[src/sv/record_channel_sample_extractor_assert.svh]
// Assertion macros used by the block's top-level RTL.
`ifndef RECORD_CHANNEL_SAMPLE_EXTRACTOR_ASSERT_SVH
`define RECORD_CHANNEL_SAMPLE_EXTRACTOR_ASSERT_SVH

// Same-cycle implication, checked outside reset.
`define RCSE_ASSERT_IMP(label, clock, reset, ante, cons, msg) \
  label: assert property (@(posedge clock) disable iff (reset) (ante) |-> (cons)) \
    else $error(msg);

// Next-cycle implication, checked outside reset.
`define RCSE_ASSERT_NXT(label, clock, reset, ante, cons, msg) \
  label: assert property (@(posedge clock) disable iff (reset) (ante) |=> (cons)) \
    else $error(msg);

`endif

[src/sv/rcse_pkg.sv]
`default_nettype none
package rcse_pkg;

  localparam int unsigned ByteBits   = 8;
  localparam int unsigned PosBits    = 18;
  localparam int unsigned RawBits    = 2 * ByteBits;
  localparam int unsigned ValueBits  = 48;
  localparam int unsigned CfgIdxBits = 3;
  localparam int unsigned CfgBits    = 32;
  localparam int unsigned QueueDepth = 4;
  localparam int unsigned QueuePtrBits = $clog2(QueueDepth);

  typedef enum logic [CfgIdxBits-1:0] {
    REG_LEAD_BYTES      = 3'd0,
    REG_CHANNEL_SAMPLES = 3'd1,
    REG_TRAIL_BYTES     = 3'd2,
    REG_GAIN            = 3'd3,
    REG_BIAS            = 3'd4,
    REG_FIRST_SAMPLE    = 3'd5,
    REG_SAMPLE_COUNT    = 3'd6
  } cfg_reg_t;

  typedef struct packed {
    logic [15:0]        lead_bytes;
    logic [14:0]        channel_samples;
    logic [15:0]        trail_bytes;
    logic signed [31:0] gain;
    logic signed [31:0] bias;
    logic [30:0]        first_sample;
    logic [30:0]        sample_count;
  } cfg_t;

  // One kept sample on its way from the front to the back.
  typedef struct packed {
    logic signed [RawBits-1:0] raw;
    logic                      last;
  } entry_t;

  typedef struct packed {
    logic full;
    logic empty;
  } queue_status_t;

  typedef struct packed {
    logic push;
    logic finished;
  } front_status_t;

endpackage
`default_nettype wire

[src/sv/rcse_if.sv]
`default_nettype none
interface rcse_byte_if;
  logic       valid;
  logic       ready;
  logic [7:0] data_byte;
  modport source (output valid, output data_byte, input ready);
  modport sink (input valid, input data_byte, output ready);
endinterface

interface rcse_value_if;
  logic               valid;
  logic               ready;
  logic signed [47:0] physical_value;
  logic               last;
  modport source (output valid, output physical_value, output last, input ready);
  modport sink (input valid, input physical_value, input last, output ready);
endinterface
`default_nettype wire

[src/sv/rcse_front.sv]
`default_nettype none
module rcse_front (
  input  wire logic                   clk,
  input  wire logic                   rst,
  input  wire rcse_pkg::cfg_t         cfg,
  input  wire logic                   in_valid,
  input  wire logic [7:0]             in_byte,
  output logic                        in_ready,
  input  wire logic                   queue_full,
  output rcse_pkg::entry_t            entry,
  output rcse_pkg::front_status_t     status
);
  import rcse_pkg::*;

  logic [PosBits-1:0] record_position;
  logic [ByteBits-1:0] low_byte_hold;
  logic [31:0]        sample_index;
  logic [30:0]        emitted_count;
  logic               finished;

  logic [PosBits-1:0] data_end;
  logic [PosBits-1:0] total;
  logic [PosBits-1:0] pos_inc;
  logic               in_data;
  logic               high_byte;
  logic               keep;
  logic               accept;
  logic [30:0]        emitted_inc;

  assign data_end  = PosBits'(cfg.lead_bytes) + {2'b0, cfg.channel_samples, 1'b0};
  assign total     = data_end + PosBits'(cfg.trail_bytes);
  assign pos_inc   = record_position + 1'b1;
  assign in_data   = (record_position >= PosBits'(cfg.lead_bytes)) &&
                     (record_position < data_end);
  assign high_byte = record_position[0] ^ cfg.lead_bytes[0];
  assign keep      = in_data && high_byte && !finished &&
                     (sample_index >= {1'b0, cfg.first_sample}) &&
                     (emitted_count < cfg.sample_count);
  assign emitted_inc = emitted_count + 1'b1;

  assign in_ready   = !queue_full;
  assign accept     = in_valid && in_ready;
  assign entry.raw  = {in_byte, low_byte_hold};
  assign entry.last = (emitted_inc == cfg.sample_count);
  assign status.push     = accept && keep;
  assign status.finished = finished;

  always_ff @(posedge clk) begin
    if (rst) begin
      record_position <= '0;
      low_byte_hold   <= '0;
      sample_index    <= '0;
      emitted_count   <= '0;
      finished        <= 1'b0;
    end else if (accept && !finished) begin
      if (in_data) begin
        if (!high_byte) begin
          low_byte_hold <= in_byte;
        end else begin
          if (keep) begin
            emitted_count <= emitted_inc;
            if (emitted_inc == cfg.sample_count) begin
              finished <= 1'b1;
            end
          end
          // hold at the top rather than wrap
          if (sample_index != '1) begin
            sample_index <= sample_index + 1'b1;
          end
        end
      end
      // a position at or past a shortened record wraps to the start
      if ({1'b0, pos_inc} >= {1'b0, total} || pos_inc == '0) begin
        record_position <= '0;
      end else begin
        record_position <= pos_inc;
      end
    end
  end
endmodule
`default_nettype wire

[src/sv/rcse_queue.sv]
`default_nettype none
module rcse_queue (
  input  wire logic                clk,
  input  wire logic                rst,
  input  wire logic                push,
  input  wire rcse_pkg::entry_t    push_entry,
  input  wire logic                pop,
  output rcse_pkg::entry_t         head,
  output rcse_pkg::queue_status_t  status
);
  import rcse_pkg::*;

  entry_t                  slots [QueueDepth];
  logic [QueuePtrBits-1:0] wr_ptr;
  logic [QueuePtrBits-1:0] rd_ptr;
  logic [QueuePtrBits:0]   count;
  logic                    do_push;
  logic                    do_pop;

  assign status.full  = (count == (QueuePtrBits+1)'(QueueDepth));
  assign status.empty = (count == '0);
  assign do_push = push && !status.full;
  assign do_pop  = pop && !status.empty;
  assign head    = slots[rd_ptr];

  always_ff @(posedge clk) begin
    if (do_push) begin
      slots[wr_ptr] <= push_entry;
    end
  end

  always_ff @(posedge clk) begin
    if (rst) begin
      wr_ptr <= '0;
      rd_ptr <= '0;
      count  <= '0;
    end else begin
      if (do_push) begin
        wr_ptr <= wr_ptr + 1'b1;
      end
      if (do_pop) begin
        rd_ptr <= rd_ptr + 1'b1;
      end
      case ({do_push, do_pop})
        2'b10:   count <= count + 1'b1;
        2'b01:   count <= count - 1'b1;
        default: count <= count;
      endcase
    end
  end
endmodule
`default_nettype wire

[src/sv/rcse_back.sv]
`default_nettype none
module rcse_back (
  input  wire logic               clk,
  input  wire logic               rst,
  input  wire rcse_pkg::cfg_t     cfg,
  input  wire logic               head_valid,
  input  wire rcse_pkg::entry_t   head,
  output logic                    pop,
  rcse_value_if.source            value_out
);
  import rcse_pkg::*;

  localparam logic signed [ValueBits-1:0] ValueMax = {1'b0, {(ValueBits-1){1'b1}}};
  localparam logic signed [ValueBits-1:0] ValueMin = {1'b1, {(ValueBits-1){1'b0}}};

  logic                        s1_valid;
  logic signed [ValueBits-1:0] s1_product;
  logic                        s1_last;
  logic                        s2_valid;
  logic signed [ValueBits-1:0] s2_value;
  logic                        s2_last;

  logic                        s2_take;
  logic                        s1_take;
  logic signed [ValueBits:0]   sum;
  logic signed [ValueBits-1:0] clamped;

  assign s2_take = !s2_valid || value_out.ready;
  assign s1_take = !s1_valid || s2_take;
  assign pop     = head_valid && s1_take;

  assign sum = {s1_product[ValueBits-1], s1_product} + (ValueBits+1)'(cfg.bias);

  always_comb begin
    if (!sum[ValueBits] && sum[ValueBits-1]) begin
      clamped = ValueMax;
    end else if (sum[ValueBits] && !sum[ValueBits-1]) begin
      clamped = ValueMin;
    end else begin
      clamped = sum[ValueBits-1:0];
    end
  end

  always_ff @(posedge clk) begin
    if (rst) begin
      s1_valid <= 1'b0;
      s2_valid <= 1'b0;
    end else begin
      if (s1_take) begin
        s1_valid <= head_valid;
      end
      if (s2_take) begin
        s2_valid <= s1_valid;
      end
    end
  end

  always_ff @(posedge clk) begin
    if (pop) begin
      s1_product <= ValueBits'(cfg.gain * head.raw);
      s1_last    <= head.last;
    end
    if (s2_take && s1_valid) begin
      s2_value <= clamped;
      s2_last  <= s1_last;
    end
  end

  assign value_out.valid          = s2_valid;
  assign value_out.physical_value = s2_value;
  assign value_out.last           = s2_last;
endmodule
`default_nettype wire

[src/sv/record_channel_sample_extractor.sv]
// Channel   Dir  Payload                          Handshake
// byte_in   in   data_byte [7:0]                  valid/ready
// value_out out  physical_value [47:0] s, last    valid/ready
// cfg       in   cfg_index [2:0], cfg_data [31:0] cfg_write, no wait
//
// One byte per cycle is taken while the four-entry sample queue has room.
// A kept sample passes from its high byte to value_out through the queue,
// the 32x16 multiply register, then bias add and clamp into the output register.
// A stall on value_out backs up the multiply stages and then the queue;
// byte_in drops ready only when the queue is full. Synchronous reset clears
// the stream position and counters and loads the register defaults.
`default_nettype none
`include "record_channel_sample_extractor_assert.svh"
module record_channel_sample_extractor (
  input  wire logic                              clk,
  input  wire logic                              rst,
  input  wire logic                              cfg_write,
  input  wire logic [rcse_pkg::CfgIdxBits-1:0]   cfg_index,
  input  wire logic [rcse_pkg::CfgBits-1:0]      cfg_data,
  rcse_byte_if.sink                              byte_in,
  rcse_value_if.source                           value_out
);
  import rcse_pkg::*;

  cfg_t          cfg;
  entry_t        front_entry;
  entry_t        head;
  queue_status_t q_stat;
  front_status_t f_stat;
  logic          pop;

  always_ff @(posedge clk) begin
    if (rst) begin
      cfg.lead_bytes      <= '0;
      cfg.channel_samples <= 15'd1;
      cfg.trail_bytes     <= '0;
      cfg.gain            <= 32'sd65536;
      cfg.bias            <= '0;
      cfg.first_sample    <= '0;
      cfg.sample_count    <= '0;
    end else if (cfg_write) begin
      case (cfg_index)
        REG_LEAD_BYTES:      cfg.lead_bytes      <= cfg_data[15:0];
        REG_CHANNEL_SAMPLES: cfg.channel_samples <= cfg_data[14:0];
        REG_TRAIL_BYTES:     cfg.trail_bytes     <= cfg_data[15:0];
        REG_GAIN:            cfg.gain            <= cfg_data;
        REG_BIAS:            cfg.bias            <= cfg_data;
        REG_FIRST_SAMPLE:    cfg.first_sample    <= cfg_data[30:0];
        REG_SAMPLE_COUNT:    cfg.sample_count    <= cfg_data[30:0];
        default: ;
      endcase
    end
  end

  rcse_front u_front (
    .clk        (clk),
    .rst        (rst),
    .cfg        (cfg),
    .in_valid   (byte_in.valid),
    .in_byte    (byte_in.data_byte),
    .in_ready   (byte_in.ready),
    .queue_full (q_stat.full),
    .entry      (front_entry),
    .status     (f_stat)
  );

  rcse_queue u_queue (
    .clk        (clk),
    .rst        (rst),
    .push       (f_stat.push),
    .push_entry (front_entry),
    .pop        (pop),
    .head       (head),
    .status     (q_stat)
  );

  rcse_back u_back (
    .clk        (clk),
    .rst        (rst),
    .cfg        (cfg),
    .head_valid (!q_stat.empty),
    .head       (head),
    .pop        (pop),
    .value_out  (value_out)
  );

  `RCSE_ASSERT_IMP(a_full_stalls_input, clk, rst, q_stat.full, !byte_in.ready, "input taken while queue full")
  `RCSE_ASSERT_IMP(a_no_push_after_end, clk, rst, f_stat.finished, !f_stat.push, "sample queued after final transaction")
  `RCSE_ASSERT_NXT(a_idle_after_last, clk, rst, value_out.valid && value_out.ready && value_out.last, !value_out.valid, "output after final transaction")
endmodule
`default_nettype wire

[src/flat_wrapper.sv]
// flat-port wrapper written by rule: the top's interface ports become plain ports
module record_channel_sample_extractor_flat import rcse_pkg::*;
  (clk, rst, cfg_write, cfg_index, cfg_data, byte_in_valid, byte_in_data_byte, byte_in_ready, value_out_valid, value_out_physical_value, value_out_last, value_out_ready);
  rcse_byte_if byte_in_i ();
  rcse_value_if value_out_i ();
  input  wire logic clk;
  input  wire logic rst;
  input  wire logic cfg_write;
  input  wire logic [rcse_pkg::CfgIdxBits-1:0] cfg_index;
  input  wire logic [rcse_pkg::CfgBits-1:0] cfg_data;
  input wire logic [$bits(byte_in_i.valid)-1:0] byte_in_valid;
  input wire logic [$bits(byte_in_i.data_byte)-1:0] byte_in_data_byte;
  output wire logic [$bits(byte_in_i.ready)-1:0] byte_in_ready;
  output wire logic [$bits(value_out_i.valid)-1:0] value_out_valid;
  output wire logic [$bits(value_out_i.physical_value)-1:0] value_out_physical_value;
  output wire logic [$bits(value_out_i.last)-1:0] value_out_last;
  input wire logic [$bits(value_out_i.ready)-1:0] value_out_ready;
  assign byte_in_i.valid = byte_in_valid;
  assign byte_in_i.data_byte = byte_in_data_byte;
  assign byte_in_ready = byte_in_i.ready;
  assign value_out_valid = value_out_i.valid;
  assign value_out_physical_value = value_out_i.physical_value;
  assign value_out_last = value_out_i.last;
  assign value_out_i.ready = value_out_ready;
  record_channel_sample_extractor u_core (.clk(clk), .rst(rst), .cfg_write(cfg_write), .cfg_index(cfg_index), .cfg_data(cfg_data), .byte_in(byte_in_i), .value_out(value_out_i));
endmodule
[config.mk]
export PLATFORM = sky130hd
export DESIGN_NAME = record_channel_sample_extractor_flat
export DESIGN_NICKNAME = d
export VERILOG_FILES = /design/src/sv/rcse_pkg.sv /design/src/sv/rcse_if.sv /design/src/sv/rcse_front.sv /design/src/sv/rcse_queue.sv /design/src/sv/rcse_back.sv /design/src/sv/record_channel_sample_extractor.sv /design/src/flat_wrapper.sv
export VERILOG_INCLUDE_DIRS = /design/src /design/src/sv
export SDC_FILE = /design/constraint.sdc
export NUM_CORES = 2
export LEC_CHECK = 0
export ABC_CLOCK_PERIOD_IN_PS = 17800
export BUFFER_PORTS_ARGS = -buffer_cell sky130_fd_sc_hd__buf_2
export CAP_MARGIN = 20
export CORE_MARGIN = 1
export CORE_UTILIZATION = 65
export CTS_BUF_LIST = sky130_fd_sc_hd__clkbuf_4
export DETAILED_ROUTE_END_ITERATION = 6
export PLACE_DENSITY_LB_ADDON = 0.3
export SETUP_SLACK_MARGIN = 0.3
export SYNTH_ARGS = -nofsm -noshare
export SYNTH_HDL_FRONTEND = slang
export SYNTH_SLANG_ARGS = --single-unit
[constraint.sdc]
create_clock -name clk -period 17.8 [get_ports clk]
set_input_delay 2.67 -clock clk [delete_from_list [all_inputs] [get_ports clk]]
set_output_delay 2.67 -clock clk [all_outputs]
set_load 0.02 [all_outputs]
==> results.json <==
{
  "status": "complete, no violations",
  "layout_setup_ws_ns": 9.18,
  "path_class": "reg -> reg",
  "numCtsBuffers": 113,
  "fin_nets": 5488,
  "cp.depth": 25,
  "ir_drop_mv": 0.116,
  "slew_violations": 0,
  "critPathMaxStageDelay_ns": 0.84,
  "crit_top_cell": "fa_1",
  "postCtsSetupRepairBufs": 0,
  "maxSlewHeadroom_pct": 26.6,
  "synth_seq_cells": 440,
  "fin_setup_tns_ns": 0,
  "die-area_um2": 64900,
  "synthCells": 4590,
  "hold_depth": 2,
  "yosysSeqAreaShare_pct": 25.2,
  "numPortBuffers": 98,
  "vias_per_cell": 5.80,
  "tightest_slew_ns": 1.10,
  "rsz0062_at_grt": "false",
  "worstSetupStartpointType": "register",
  "cts_sinks": 440,
  "grt_overflow": 0,
  "async_reset_ff_share_pct": 0,
  "final_common_cell": "nand2_1",
  "path_delay_family": "adder cells",
  "post_drt_wl_per_cell_um": 18.5,
  "critPathArrivalTime_ns": 9.21,
  "layout.cells.non_filler": 5579,
  "syn_area_um2": 41500,
  "first_pass_iters": 5,
  "coreArea_um2": 63100,
  "ios": 99,
  "grt_antenna_before_repair": 5,
  "dp.cells": 5365,
  "num_vias": 32400,
  "routed_wl_um": 103000,
  "grtUsageTotal_pct": 32.5,
  "hold_viol": 0,
  "hold_path.class": "reg -> reg",
  "cts.path.max_buffers": 3,
  "syn_nets": 5441,
  "pwr_density_cell_nw_per_um2": 119,
  "final_util_pct": 69.8,
  "end_kind": "register",
  "cts_tree": "yes",
  "period_share_pct": 48.5,
  "placementRows": 92,
  "clock_skew_ns": 0.0949,
  "worst_skew_pair.late_latency_ns": 0.93,
  "maxCapViolations": 0,
  "clk_pin_slew_worst_paths_ns": 0.07,
  "dp_slack_ns": 9.27,
  "synthFlopType": "dfxtp_1",
  "die-width_um": 255,
  "design_area_um2": 44000,
  "drtIter0Drc": 2592,
  "leakage_nw": 19.5,
  "place.gp.congestion": 0.974,
  "synth_edf_count": 166,
  "avgSynthCellArea_um2": 9.04,
  "layout-drive-gt1-share_pct": 8.25,
  "initial_core_util_pct": 65.8,
  "required_ns": 18.38,
  "cp_max_fo": 32,
  "finalSetupViolations": 0,
  "path_buf_inv": 5,
  "r2r_cells": 25,
  "h-tree-depth": 3,
  "min_period_ns": 8.62,
  "cts-root-buf": "clkbuf_4",
  "ys_warn_count": 0,
  "ys_types": 99,
  "dpl_cell_area_um2": 42500,
  "critical_path.slowest_cell": "mux4_2",
  "grt_pass1_wl_um": 165000,
  "die_y_um": 255,
  "hpwl_um": 76400,
  "hold_ws_ns": 0.456,
  "drc": 0,
  "grt_pass1_vias": 31800,
  "clock.fmax_mhz": 116,
  "ant_nets": 0,
  "final_cell_mix": "nand2_1 (742), inv_1 (698), fa_1 (490), a21oi_1 (346), ha_1 (313)",
  "holdBufCountCts": 0,
  "post_cts_resized": 0,
  "grt_max_degree": 129,
  "total_power_mw": 5.26,
  "area_growth_pct": 6.03
}
-- Yosys cell counts (36+ instances only) --
cell | count | area (um2)
inv_1 | 698 | 2620
ha_1 | 313 | 3920
xnor2_1 | 125 | 1090
nand3_1 | 74 | 370
nand4_1 | 40 | 250
a21o_1 | 79 | 593
fa_1 | 490 | 9810
edfxtp_1 | 166 | 4980
o21ai_0 | 113 | 566
a21oi_1 | 347 | 1740
dfxtp_1 | 274 | 5490
nand2_1 | 742 | 2790
nor2_1 | 157 | 589
or3_1 | 36 | 225
clkbuf_1 | 155 | 582
nor2b_1 | 36 | 225
xor2_1 | 69 | 604
and2_1 | 213 | 1330
-- tightest hold or removal path, cell delays in order, from the launching register on --
cell	delay, ns
dfxtp_1	0.31
nand2_1	0.05
a21oi_1	0.05
-- report_power, final --
| part | internal [mW] | switching (mW) |
|---|---|---|
| clock | 0.439 | 0.439 |
| sequential | 1.32 | 0.0705 |
| combinational | 1.12 | 1.87 |
| total | 2.88 | 2.38 |
-- metal layers --
| metal | routed length [um] | vias to the layer above | global-route usage (%) |
|---|---|---|---|
| met5 | 34 | - | 0 |
| met3 | 12700 | 220 | 12.5 |
| met2 | 45200 | 1477 | 49.1 |
| met4 | 2600 | 4 | 10.7 |
| met1 | 42500 | 15600 | 43.1 |
| li1 | - | 15000 | - |
-- registers in the layout, summed over array words and instances (netlist names), named ones only --
register and count:
u_core.cfg 173, u_core.u_queue.count 3, u_core.u_front.finished 1, u_core.u_front.sample_index 32
u_core.u_front.emitted_count 31, u_core.u_back.s1_valid 1, u_core.u_back.value_out.physical_value 48, u_core.u_back.s1_product 48
u_core.u_back.value_out.last 1, u_core.u_back.value_out.valid 1, u_core.u_queue.slots 68, u_core.u_queue.wr_ptr 2
u_core.u_queue.rd_ptr 2, u_core.u_front.low_byte_hold 8, u_core.u_back.s1_last 1, u_core.u_front.record_position 18
-- layout make-up --
cell class | count | area [um2]
clock inverters | 41 | 239
multi-input cells | 3258 | 27600
inverters | 700 | 2630
fillers | 4957 | 19100
flip-flops and latches | 440 | 10500
diodes | 8 | 20.0
repair buffers | 124 | 746
clock buffers | 162 | 1220
well taps | 846 | 1060
-- cells by family after synthesis --
family                   count (synthesis)  share of synthesized area [%]
flip-flops                             440                           25.2
adder cells (fa/ha/maj)                803                           33.1
multiplexers                            35                           1.35
buffers and inverters                  892                           8.29
AND/OR/NAND/NOR                       1463                           16.7
XOR/XNOR                               195                           4.13
AO/OA/AOI/OAI                          762                           11.2
-- final timing paths --
check	slack, ns	start	endpoint
worst max-delay path	9.18	register	u_core.u_back.s1_product[40]$_DFFE_PP_
worst min-delay path	0.46	u_core.cfg[75]$_SDFFE_PP0P_	u_core.cfg[75]$_SDFFE_PP0P_
worst max register to register	9.18	register	u_core.u_back.s1_product[40]$_DFFE_PP_
worst min register to register	0.46	u_core.cfg[75]$_SDFFE_PP0P_	u_core.cfg[75]$_SDFFE_PP0P_
No activity file was read; power rests on OpenSTA's default activity.
